===== src/rtl/bldc_sensorless_commutator_macros.svh =====
// ----------------------------------------------------------------------------
// Assertion macros for the sensorless commutator
// Shorthand for the clocked assertions used inside the state core.
// ----------------------------------------------------------------------------
`ifndef BLDC_SENSORLESS_COMMUTATOR_MACROS_SVH
`define BLDC_SENSORLESS_COMMUTATOR_MACROS_SVH

// Same-cycle implication, sampled on the rising clock edge outside reset.
`define BSC_ASSERT_IMPL(label, clk, rst, ante, cons, msg) \
   label: assert property (@(posedge clk) disable iff (rst) (ante) |-> (cons)) \
      else $error(msg);

// Next-cycle implication, sampled on the rising clock edge outside reset.
`define BSC_ASSERT_NEXT(label, clk, rst, ante, cons, msg) \
   label: assert property (@(posedge clk) disable iff (rst) (ante) |=> (cons)) \
      else $error(msg);

`endif


===== src/rtl/bsc_pkg.sv =====
// ----------------------------------------------------------------------------
// Sensorless commutator package
// Payload types, register indexes and the six-step commutation tables.
// ----------------------------------------------------------------------------
`timescale 1ns / 1ps

package bsc_pkg;

   localparam int unsigned CSR_INDEX_WIDTH = 2;
   localparam int unsigned CSR_DATA_WIDTH  = 16;

   typedef enum logic [CSR_INDEX_WIDTH-1:0] {
      REG_DIRECTION       = 2'd0,
      REG_SPEED_COUNT_MAX = 2'd1,
      REG_SPEED_COUNT_MIN = 2'd2
   } reg_index_type;

   localparam logic OP_TICK  = 1'b0;
   localparam logic OP_START = 1'b1;

   localparam logic [2:0] HALL_RESET = 3'd5;
   localparam logic [2:0] HALL_FG_A  = 3'd1;
   localparam logic [2:0] HALL_FG_B  = 3'd6;
   localparam logic [2:0] STEP_COUNT = 3'd6;

   typedef struct packed {
      logic operation;
      logic comp_out;
   } req_item_type;

   typedef struct packed {
      logic        commutated;
      logic [2:0]  hall_pattern;
      logic        expect_rising;
      logic [15:0] speed_count;
      logic [15:0] step_time;
      logic [19:0] electrical_period;
      logic        period_ready;
      logic        fg_toggle;
      logic        blanking;
   } rsp_item_type;

   typedef struct packed {
      logic        direction;
      logic [15:0] speed_count_max;
      logic [15:0] speed_count_min;
   } cfg_type;

   // Hall pattern driven on each step.
   function automatic logic [2:0] hall_of(input logic [2:0] step);
      logic [2:0] pattern;
      case (step)
         3'd1:    pattern = 3'd4;
         3'd2:    pattern = 3'd6;
         3'd3:    pattern = 3'd2;
         3'd4:    pattern = 3'd3;
         3'd5:    pattern = 3'd1;
         default: pattern = 3'd5;
      endcase
      return pattern;
   endfunction

   // Following step for the given direction.
   function automatic logic [2:0] next_of(input logic dir, input logic [2:0] step);
      logic [2:0] s;
      logic [2:0] n;
      s = (step < STEP_COUNT) ? step : 3'd0;
      if (dir) begin
         n = (s == 3'd0) ? 3'd5 : s - 3'd1;
      end else begin
         n = (s == 3'd5) ? 3'd0 : s + 3'd1;
      end
      return n;
   endfunction

   // Comparator polarity counted as the matching edge on each step.
   function automatic logic rise_of(input logic dir, input logic [2:0] step);
      logic [2:0] s;
      s = (step < STEP_COUNT) ? step : 3'd0;
      return s[0] ^ dir;
   endfunction

endpackage


===== src/rtl/bsc_cfg.sv =====
// ----------------------------------------------------------------------------
// Sensorless commutator configuration registers
// Holds direction and the clamps of the interval estimate.
// ----------------------------------------------------------------------------
`timescale 1ns / 1ps

module bsc_cfg (
   input  logic                                  clock,
   input  logic                                  reset,
   input  logic                                  csr_we,
   input  logic [bsc_pkg::CSR_INDEX_WIDTH-1:0]   csr_index,
   input  logic [bsc_pkg::CSR_DATA_WIDTH-1:0]    csr_wdata,
   output bsc_pkg::cfg_type                      cfg
);
   import bsc_pkg::*;

   cfg_type cfg_ff;
   cfg_type cfg_in;

   always_comb begin
      cfg_in = cfg_ff;
      if (csr_we) begin
         unique case (csr_index)
            REG_DIRECTION:       cfg_in.direction       = csr_wdata[0];
            REG_SPEED_COUNT_MAX: cfg_in.speed_count_max = csr_wdata;
            REG_SPEED_COUNT_MIN: cfg_in.speed_count_min = csr_wdata;
            default:             cfg_in = cfg_ff;
         endcase
      end
   end

   always_ff @(posedge clock) begin
      if (reset) begin
         cfg_ff.direction       <= 1'b0;
         cfg_ff.speed_count_max <= 16'd4000;
         cfg_ff.speed_count_min <= 16'd40;
      end else begin
         cfg_ff <= cfg_in;
      end
   end

   assign cfg = cfg_ff;

endmodule


===== src/rtl/bsc_core.sv =====
// ----------------------------------------------------------------------------
// Sensorless commutator state core
// Commutation state and its update for one accepted item.
// ----------------------------------------------------------------------------
`timescale 1ns / 1ps

module bsc_core #(
   parameter int unsigned COUNT_WIDTH  = 16,
   parameter int unsigned PERIOD_WIDTH = 20
) (
   input  logic                  clock,
   input  logic                  reset,
   input  logic                  step_en,
   input  bsc_pkg::req_item_type item,
   input  bsc_pkg::cfg_type      cfg,
   output bsc_pkg::rsp_item_type result
);
   import bsc_pkg::*;

   `include "bldc_sensorless_commutator_macros.svh"

   localparam int unsigned CW    = COUNT_WIDTH;
   localparam int unsigned PW    = PERIOD_WIDTH;
   localparam int unsigned CMP_W = (CW > 16) ? CW : 16;
   localparam int unsigned PX_W  = (PW > 20) ? PW : 20;
   localparam int unsigned PQ_W  = ((CW + 3) > PW) ? (CW + 3) : PW;

   localparam logic [CW-1:0] CNT_ONES = '1;
   localparam logic [PW-1:0] PER_ONES = '1;

   logic          running_ff, running_in;
   logic [2:0]    step_ff, step_in;
   logic [2:0]    hall_ff, hall_in;
   logic          rise_ff, rise_in;
   logic [CW-1:0] est_ff, est_in;
   logic [CW-1:0] phase_ff, phase_in;
   logic [CW-1:0] step_ticks_ff, step_ticks_in;
   logic [CW-1:0] last_step_ff, last_step_in;
   logic [PW-1:0] period_ff, period_in;
   logic [PW-1:0] last_period_ff, last_period_in;
   logic          pflag_ff, pflag_in;
   logic          blank_ff, blank_in;
   logic [CW-1:0] blank_ticks_ff, blank_ticks_in;
   logic [CW-1:0] blank_len_ff, blank_len_in;

   logic            commutated;
   logic            fg;
   logic [CW-1:0]   start_cnt;
   logic [CW+2:0]   start_x6;
   logic [PW-1:0]   start_per;
   logic [CW-1:0]   step_inc;
   logic [PW-1:0]   period_inc;
   logic [CW-1:0]   blank_inc;
   logic [CW-1:0]   phase_inc;
   logic [CW:0]     est_sum;
   logic [CW-1:0]   est_track;
   logic [2:0]      hall_next;

   always_comb begin
      // Start values: the maximum clamp saturated to the counter width.
      start_cnt = (CMP_W'(cfg.speed_count_max) > CMP_W'(CNT_ONES))
                  ? CNT_ONES : CW'(cfg.speed_count_max);
      start_x6  = (CW + 3)'(start_cnt) * (CW + 3)'(6);
      start_per = (PQ_W'(start_x6) > PQ_W'(PER_ONES)) ? PER_ONES : PW'(start_x6);

      step_inc   = (step_ticks_ff == CNT_ONES) ? step_ticks_ff : step_ticks_ff + 1'b1;
      period_inc = (period_ff == PER_ONES) ? period_ff : period_ff + 1'b1;
      blank_inc  = (blank_ticks_ff == CNT_ONES) ? blank_ticks_ff : blank_ticks_ff + 1'b1;
      phase_inc  = (phase_ff == CNT_ONES) ? phase_ff : phase_ff + 1'b1;
      est_sum    = (CW + 1)'(est_ff) + (CW + 1)'(blank_len_ff);

      est_track = est_ff;
      if (item.comp_out == rise_ff) begin
         if (CMP_W'(est_ff) > CMP_W'(cfg.speed_count_min)) begin
            est_track = est_ff - 1'b1;
         end
      end else if ((CMP_W'(est_ff) < CMP_W'(cfg.speed_count_max)) &&
                   (est_ff != CNT_ONES)) begin
         est_track = est_ff + 1'b1;
      end
      hall_next = hall_of(step_ff);

      running_in     = running_ff;
      step_in        = step_ff;
      hall_in        = hall_ff;
      rise_in        = rise_ff;
      est_in         = est_ff;
      phase_in       = phase_ff;
      step_ticks_in  = step_ticks_ff;
      last_step_in   = last_step_ff;
      period_in      = period_ff;
      last_period_in = last_period_ff;
      pflag_in       = pflag_ff;
      blank_in       = blank_ff;
      blank_ticks_in = blank_ticks_ff;
      blank_len_in   = blank_len_ff;
      commutated     = 1'b0;
      fg             = 1'b0;

      if (item.operation == OP_START) begin
         running_in     = 1'b1;
         hall_in        = hall_of(3'd0);
         rise_in        = rise_of(cfg.direction, 3'd0);
         step_in        = next_of(cfg.direction, 3'd0);
         commutated     = 1'b1;
         est_in         = start_cnt;
         last_step_in   = start_cnt;
         last_period_in = start_per;
         blank_in       = 1'b0;
         blank_ticks_in = '0;
         blank_len_in   = '0;
         step_ticks_in  = '0;
         period_in      = '0;
         phase_in       = '0;
      end else if (running_ff) begin
         step_ticks_in = step_inc;
         period_in     = period_inc;
         if (blank_ff) begin
            blank_ticks_in = blank_inc;
            if (blank_inc >= blank_len_ff) begin
               blank_ticks_in = '0;
               blank_in       = 1'b0;
               phase_in       = blank_len_ff;
               est_in         = est_sum[CW] ? CNT_ONES : est_sum[CW-1:0];
            end
         end else begin
            phase_in = phase_inc;
            est_in   = est_track;
            if (phase_inc >= est_track) begin
               hall_in       = hall_next;
               rise_in       = rise_of(cfg.direction, step_ff);
               step_in       = next_of(cfg.direction, step_ff);
               commutated    = 1'b1;
               last_step_in  = step_inc;
               step_ticks_in = '0;
               if (hall_next == HALL_FG_A) begin
                  fg             = 1'b1;
                  last_period_in = period_inc;
                  period_in      = '0;
                  pflag_in       = 1'b1;
               end else if (hall_next == HALL_FG_B) begin
                  fg = 1'b1;
               end
               blank_len_in   = phase_inc >> 2;
               blank_in       = 1'b1;
               blank_ticks_in = '0;
               phase_in       = '0;
            end
         end
      end

      result.commutated        = commutated;
      result.hall_pattern      = hall_in;
      result.expect_rising     = rise_in;
      result.speed_count       = 16'(CMP_W'(est_in));
      result.step_time         = 16'(CMP_W'(last_step_in));
      result.electrical_period = 20'(PX_W'(last_period_in));
      result.period_ready      = pflag_in;
      result.fg_toggle         = fg;
      result.blanking          = blank_in;
   end

   always_ff @(posedge clock) begin
      if (reset) begin
         running_ff     <= 1'b0;
         step_ff        <= 3'd0;
         hall_ff        <= HALL_RESET;
         rise_ff        <= 1'b0;
         est_ff         <= '0;
         phase_ff       <= '0;
         step_ticks_ff  <= '0;
         last_step_ff   <= '0;
         period_ff      <= '0;
         last_period_ff <= '0;
         pflag_ff       <= 1'b0;
         blank_ff       <= 1'b0;
         blank_ticks_ff <= '0;
         blank_len_ff   <= '0;
      end else if (step_en) begin
         running_ff     <= running_in;
         step_ff        <= step_in;
         hall_ff        <= hall_in;
         rise_ff        <= rise_in;
         est_ff         <= est_in;
         phase_ff       <= phase_in;
         step_ticks_ff  <= step_ticks_in;
         last_step_ff   <= last_step_in;
         period_ff      <= period_in;
         last_period_ff <= last_period_in;
         pflag_ff       <= pflag_in;
         blank_ff       <= blank_in;
         blank_ticks_ff <= blank_ticks_in;
         blank_len_ff   <= blank_len_in;
      end
   end

   // The phase count restarts on every commutation and is only reloaded when
   // blanking ends, so it must read zero for the whole blanking window.
   `BSC_ASSERT_IMPL(a_blank_phase_zero, clock, reset, blank_ff, phase_ff == '0,
      "phase count not zero during blanking")
   // The step index never leaves the six-step ring.
   `BSC_ASSERT_IMPL(a_step_in_ring, clock, reset, 1'b1, step_ff < STEP_COUNT,
      "step index outside the six-step ring")
   // The period flag can only be set by a commutation onto pattern 1.
   `BSC_ASSERT_IMPL(a_period_on_pattern, clock, reset, $rose(pflag_ff),
      hall_ff == HALL_FG_A, "period latched away from pattern 1")
   // A commutating tick always leaves the block in blanking.
   `BSC_ASSERT_NEXT(a_commutate_blanks, clock, reset,
      step_en && commutated && (item.operation != OP_START), blank_ff,
      "commutation did not start blanking")

endmodule


===== src/rtl/bldc_sensorless_commutator.sv =====
// ----------------------------------------------------------------------------
// Six-step sensorless BLDC commutator
// Back-EMF driven commutation sequencer with a registered item pipeline.
// ----------------------------------------------------------------------------
// Usage:
// The req channel carries one item per PWM tick, or a start item that aligns
// the bridge on hall pattern 5 and loads the interval estimate from the
// maximum clamp. Every accepted item yields exactly one transfer on the rsp
// channel, holding the hall pattern now driven together with timing status.
// The item is captured in an input register; the commutation state is then
// updated and the result is written to the output register that drives rsp.
// Throughput is one item per cycle while results are taken; the state update
// is a single pass of counters, compares and a six-entry table lookup.
// When the receiver stalls, the output register holds its result and the
// input register can still take one more item; req_ready falls only when
// both stages are full. The csr port writes the direction and the estimate
// clamps, and is meant to be used while no item is in flight.
// Synchronous reset empties both stages, loads the register defaults and
// puts the commutator in its stopped state on pattern 5; ticks before the
// first start item leave the state untouched.
// ----------------------------------------------------------------------------
`timescale 1ns / 1ps

module bldc_sensorless_commutator #(
   parameter int unsigned COUNT_WIDTH  = 16,
   parameter int unsigned PERIOD_WIDTH = 20
) (
   input  logic                                clock,
   input  logic                                reset,
   input  logic                                req_valid,
   output logic                                req_ready,
   input  bsc_pkg::req_item_type               req_item,
   output logic                                rsp_valid,
   input  logic                                rsp_ready,
   output bsc_pkg::rsp_item_type               rsp_item,
   input  logic                                csr_we,
   input  logic [bsc_pkg::CSR_INDEX_WIDTH-1:0] csr_index,
   input  logic [bsc_pkg::CSR_DATA_WIDTH-1:0]  csr_wdata
);
   import bsc_pkg::*;

   cfg_type      cfg;
   rsp_item_type core_result;

   // Input stage.
   logic         in_valid_ff, in_valid_in;
   req_item_type in_item_ff, in_item_in;
   // Output stage.
   logic         out_valid_ff, out_valid_in;
   rsp_item_type out_item_ff, out_item_in;

   logic         step_fire;

   // The state advances whenever the input stage holds an item and the
   // output register is free, or is being emptied in this same cycle.
   assign step_fire = in_valid_ff && (!out_valid_ff || rsp_ready);
   assign req_ready = !in_valid_ff || step_fire;

   always_comb begin
      in_valid_in = in_valid_ff;
      in_item_in  = in_item_ff;
      if (req_valid && req_ready) begin
         in_valid_in = 1'b1;
         in_item_in  = req_item;
      end else if (step_fire) begin
         in_valid_in = 1'b0;
      end

      out_valid_in = out_valid_ff;
      out_item_in  = out_item_ff;
      if (step_fire) begin
         out_valid_in = 1'b1;
         out_item_in  = core_result;
      end else if (rsp_ready) begin
         out_valid_in = 1'b0;
      end
   end

   always_ff @(posedge clock) begin
      if (reset) begin
         in_valid_ff  <= 1'b0;
         out_valid_ff <= 1'b0;
      end else begin
         in_valid_ff  <= in_valid_in;
         out_valid_ff <= out_valid_in;
      end
      in_item_ff  <= in_item_in;
      out_item_ff <= out_item_in;
   end

   bsc_cfg u_cfg (
      .clock     (clock),
      .reset     (reset),
      .csr_we    (csr_we),
      .csr_index (csr_index),
      .csr_wdata (csr_wdata),
      .cfg       (cfg)
   );

   bsc_core #(
      .COUNT_WIDTH  (COUNT_WIDTH),
      .PERIOD_WIDTH (PERIOD_WIDTH)
   ) u_core (
      .clock   (clock),
      .reset   (reset),
      .step_en (step_fire),
      .item    (in_item_ff),
      .cfg     (cfg),
      .result  (core_result)
   );

   assign rsp_valid = out_valid_ff;
   assign rsp_item  = out_item_ff;

endmodule


===== config.mk =====
export PLATFORM = sky130hd
export DESIGN_NAME = bldc_sensorless_commutator
export DESIGN_NICKNAME = d
export VERILOG_FILES = /design/src/rtl/bsc_pkg.sv /design/src/rtl/bsc_cfg.sv /design/src/rtl/bsc_core.sv /design/src/rtl/bldc_sensorless_commutator.sv
export VERILOG_INCLUDE_DIRS = /design/src /design/src/rtl
export SDC_FILE = /design/constraint.sdc
export NUM_CORES = 1
export LEC_CHECK = 0
export BUFFER_PORTS_ARGS = -buffer_cell sky130_fd_sc_hd__buf_2
export CAP_MARGIN = 20
export CORE_MARGIN = 3
export CORE_UTILIZATION = 30
export CTS_CLUSTER_SIZE = 14
export DETAILED_ROUTE_END_ITERATION = 12
export GPL_ROUTABILITY_DRIVEN = 0
export PLACE_DENSITY_LB_ADDON = 0.15
export REMOVE_ABC_BUFFERS = 1
export SLEW_MARGIN = 0
export SYNTH_ARGS = -nofsm -noshare
export SYNTH_HDL_FRONTEND = slang
export SYNTH_SLANG_ARGS = --single-unit

===== constraint.sdc =====
create_clock -name clock -period 5.5 [get_ports clock]
set_clock_uncertainty 0.15 [all_clocks]
set_input_delay 0.55 -clock clock [delete_from_list [all_inputs] [get_ports clock]]
set_output_delay 0.55 -clock clock [all_outputs]
set_load 0.01 [all_outputs]

==> flow_summary.ini <==
[floorplanning]
design.die.area_sq_mm = 0.0535
initial_utilization_pct = 30.7
fp.dieW_um = 231
die_h_um = 231
core_sq_mm = 0.0496
rows = 81
io_pins = 87

[global_routing]
grt_pass1_wl_um = 81500
grt-ovfl-total = 0
grt_util_all_layers_pct = 19.4
grt_max_degree = 71
grt_antenna_before_repair = 1
grt_pass1_vias = 13400

[route]
viasPerCell = 5.34
ant_nets = 0
vias = 14200
routed_wl_um = 53300
dr.pass1.iters = 5
drc = 0
drt_iter0_markers = 1102
wl_per_cell_um = 20.1

[clock_network]
cts_root_buf = clkbuf_16
cts_tree = done
htree_levels = 1
clock_path_buffers = 3
cts_num_sinks = 241
clk_pin_slew_ns = 0.06
insertion_delay_ns = 0.60
cts_buffers = 29

[hold_path]
min_from = req_valid
min_path_type = input pin to flop
holdPathStages = 3
worst_hold_path.endpoint = in_valid_ff

[pwr]
pwr-share-clk_pct = 42.5
pwr_density_cell_mw_per_mm2 = 263
leakage_uw = 0.00676
internal_power_uw = 3290
p_total_uw = 4660
peakVddDrop_uv = 240
swShare_pct = 29.4
seqPwrFrac_pct = 41.6
combPwrFrac_pct = 15.9
p_sw_uw = 1370

[timing]
fin_crit_ns = 5.23
rsz0062_at_grt = yes
drv_slew = 0
setup_tns_ns = 0
worst_pin_slew_ns = 1.08
fin_crit_sh_pct = 95.1
hold_violations = 0
relSlewSlack_pct = 28.1
setup_viol = 0
max_freq_mhz = 191

[yosys]
synth_edf_count = 62
syn_avg_cell_area_sq_um = 8.14
async_flop_share_pct = 0
yosys_most_used_dff = dfxtp_1
ys_warn_count = 0
ys_seq_area_share_pct = 35.8
netlist_area_sq_mm = 0.0152
ys_ff_latch = 241
synthCells = 1872
yosysUniqueCellTypes = 83

[worst_setup_path]
crit_path_end_kind = flop
criticalPathCategory = flop to flop
worstPathMaxFanout = 9
reg2reg_from = u_core.blank_ticks_ff[3]
regToRegEndpoint = rsp_item[39]
worstSetupStartpoint = u_core.blank_ticks_ff[3]
critPathArrivalTime_ns = 5.38
reg2regPathDepth = 16
rrSetupSlack_ns = 0.27
required_ns = 5.64
startpoint_type = flop

[run_status]
status = finished, final reports clean

[final_layout]
final_common_cell = nand2_1
mostFrequentLayoutCells = nand2_1, dfxtp_1, nor2_1
fin_nets = 2096
syn2layout_area_growth_pct = 16.4
drive_above_1_share_pct = 12.7

[placement]
place.port_buffers = 86
dp_hpwl_um = 39400

[flow_run]
cap_violations = 0
==> worst max path at each step <==
| stage | to | slack, ns |
|---|---|---|
| 2_1_floorplan | u_core.phase_ff[0] | -0.62 |
| 3_3_place_gp | u_core.last_period_ff[11] | 0.31 |
| 3_5_place_dp | u_core.period_ff[0] | 0.27 |
| 4_1_cts | u_core.period_ff[0] | 0.25 |
| 5_1_grt | rsp_item[39] | -0.02 |
| 6_report | rsp_item[39] | 0.27 |
==> layer usage <==
| layer | vias to the layer above | GRT usage (%) | wire length [um] |
|---|---|---|---|
| li1 | 6947 | - | - |
| met1 | 6782 | 27.1 | 25400 |
| met2 | 378 | 30.7 | 23700 |
| met3 | 81 | 2.78 | 2620 |
| met4 | 2 | 6.28 | 1620 |
| met5 | - | 0 | 13 |
==> critical path: stages (launching register included) <==
cell and delay [ns]:
dfxtp_1 0.47, nand4_1 0.17, nor2_1 0.28, nand3_1 0.27, and3_1 0.31, and4_1 0.27, and3_1 0.23, xor2_1 0.16
ha_1 0.18, a21oi_1 0.14, o21ai_0 0.10, and2_1 0.18, o21a_1 0.25, o22ai_1 0.85, o32a_1 0.28, mux2i_1 0.09
o31ai_1 0.56
==> registers in the layout (all words and copies together) (netlist names) <==
| signal | count |
|---|---|
| u_core.step_ff | 3 |
| u_core.rise_ff | 1 |
| rsp_valid | 1 |
| u_core.est_ff | 16 |
| u_core.pflag_ff | 1 |
| u_core.blank_ticks_ff | 16 |
| u_core.last_period_ff | 20 |
| u_cfg.cfg | 33 |
| in_valid_ff | 1 |
| u_core.running_ff | 1 |
| u_core.last_step_ff | 16 |
| u_core.blank_len_ff | 14 |
| u_core.hall_ff | 3 |
| in_item_ff | 2 |
| u_core.step_ticks_ff | 16 |
| u_core.blank_ff | 1 |
| u_core.period_ff | 20 |
| u_core.phase_ff | 16 |
| rsp_item | 60 |
==> synth_stat cells, types with 19 or more instances <==
| cell type | count | area, sq um |
|---|---|---|
| and3_1 | 24 | 150 |
| a21oi_1 | 150 | 751 |
| a31oi_1 | 23 | 144 |
| a211oi_1 | 22 | 165 |
| edfxtp_1 | 62 | 1860 |
| nand4_1 | 22 | 138 |
| o211ai_1 | 19 | 143 |
| clkbuf_1 | 76 | 285 |
| nor3_1 | 46 | 230 |
| nand2_1 | 246 | 923 |
| a22oi_1 | 36 | 270 |
| o21ai_0 | 118 | 591 |
| dfxtp_1 | 179 | 3580 |
| xnor2_1 | 54 | 473 |
| nand3_1 | 52 | 260 |
| nor2b_1 | 19 | 119 |
| nor2_1 | 176 | 661 |
| inv_1 | 93 | 349 |
| ha_1 | 102 | 1280 |
| mux2i_1 | 27 | 270 |
| xor2_1 | 30 | 263 |
==> power by group through the flow <==
| stage | Clock [uW] | Sequential [uW] | Combinational [uW] |
|---|---|---|---|
| 5_1_grt | 2090 | 1940 | 816 |
| 3_5_place_dp | 0 | 1980 | 728 |
| 6_report | 1980 | 1940 | 739 |
| 4_1_cts | 2040 | 1940 | 733 |
| 2_1_floorplan | 0 | 1990 | 408 |
| 3_3_place_gp | 0 | 1980 | 725 |
==> repair_timing <==
item,CTS,global route
resized for setup,0,5
endpoints found under the hold margin,2,0
hold buffers,2,0
buffers inserted,0,0
endpoints found under the setup margin,0,40
==> cell families after synthesis <==
| family | share of synthesized area [%] |
|---|---|
| xor+xnor | 4.94 |
| flops | 35.8 |
| buf+inv | 5.03 |
| mux | 2.46 |
| compound gates | 22.4 |
| fa+ha+maj | 8.64 |
| simple gates | 20.8 |
==> metrics by stage <==
step / hold WS, ns / cells / setup slack (ns) / area (sq um) / utilization (%)
3_5_place_dp: 0.298 / 2598 / 0.274 / 16700 / 33.7
6_report: 0.0450 / 2655 / 0.268 / 17700 / 35.8
2_1_floorplan: 0.275 / 1770 / -0.621 / 14800 / -
5_1_grt: 0.0524 / 2654 / -0.0236 / 17700 / 35.8
3_3_place_gp: 0.291 / 2598 / 0.312 / 16700 / 33.7
4_1_cts: 0.0126 / 2654 / 0.251 / 17700 / 35.7
==> layout make-up <==
type,instances,area (sq um)
Fill cell,5155,31800
Multi-Input combinational cell,1436,9050
Sequential cell,241,5450
Timing Repair Buffer,166,1080
Tap cell,664,831
Clock buffer,36,793
Inverter,93,352
Clock inverter,18,176
Antenna cell,1,2.50
No activity file was read; power rests on OpenSTA's default activity.
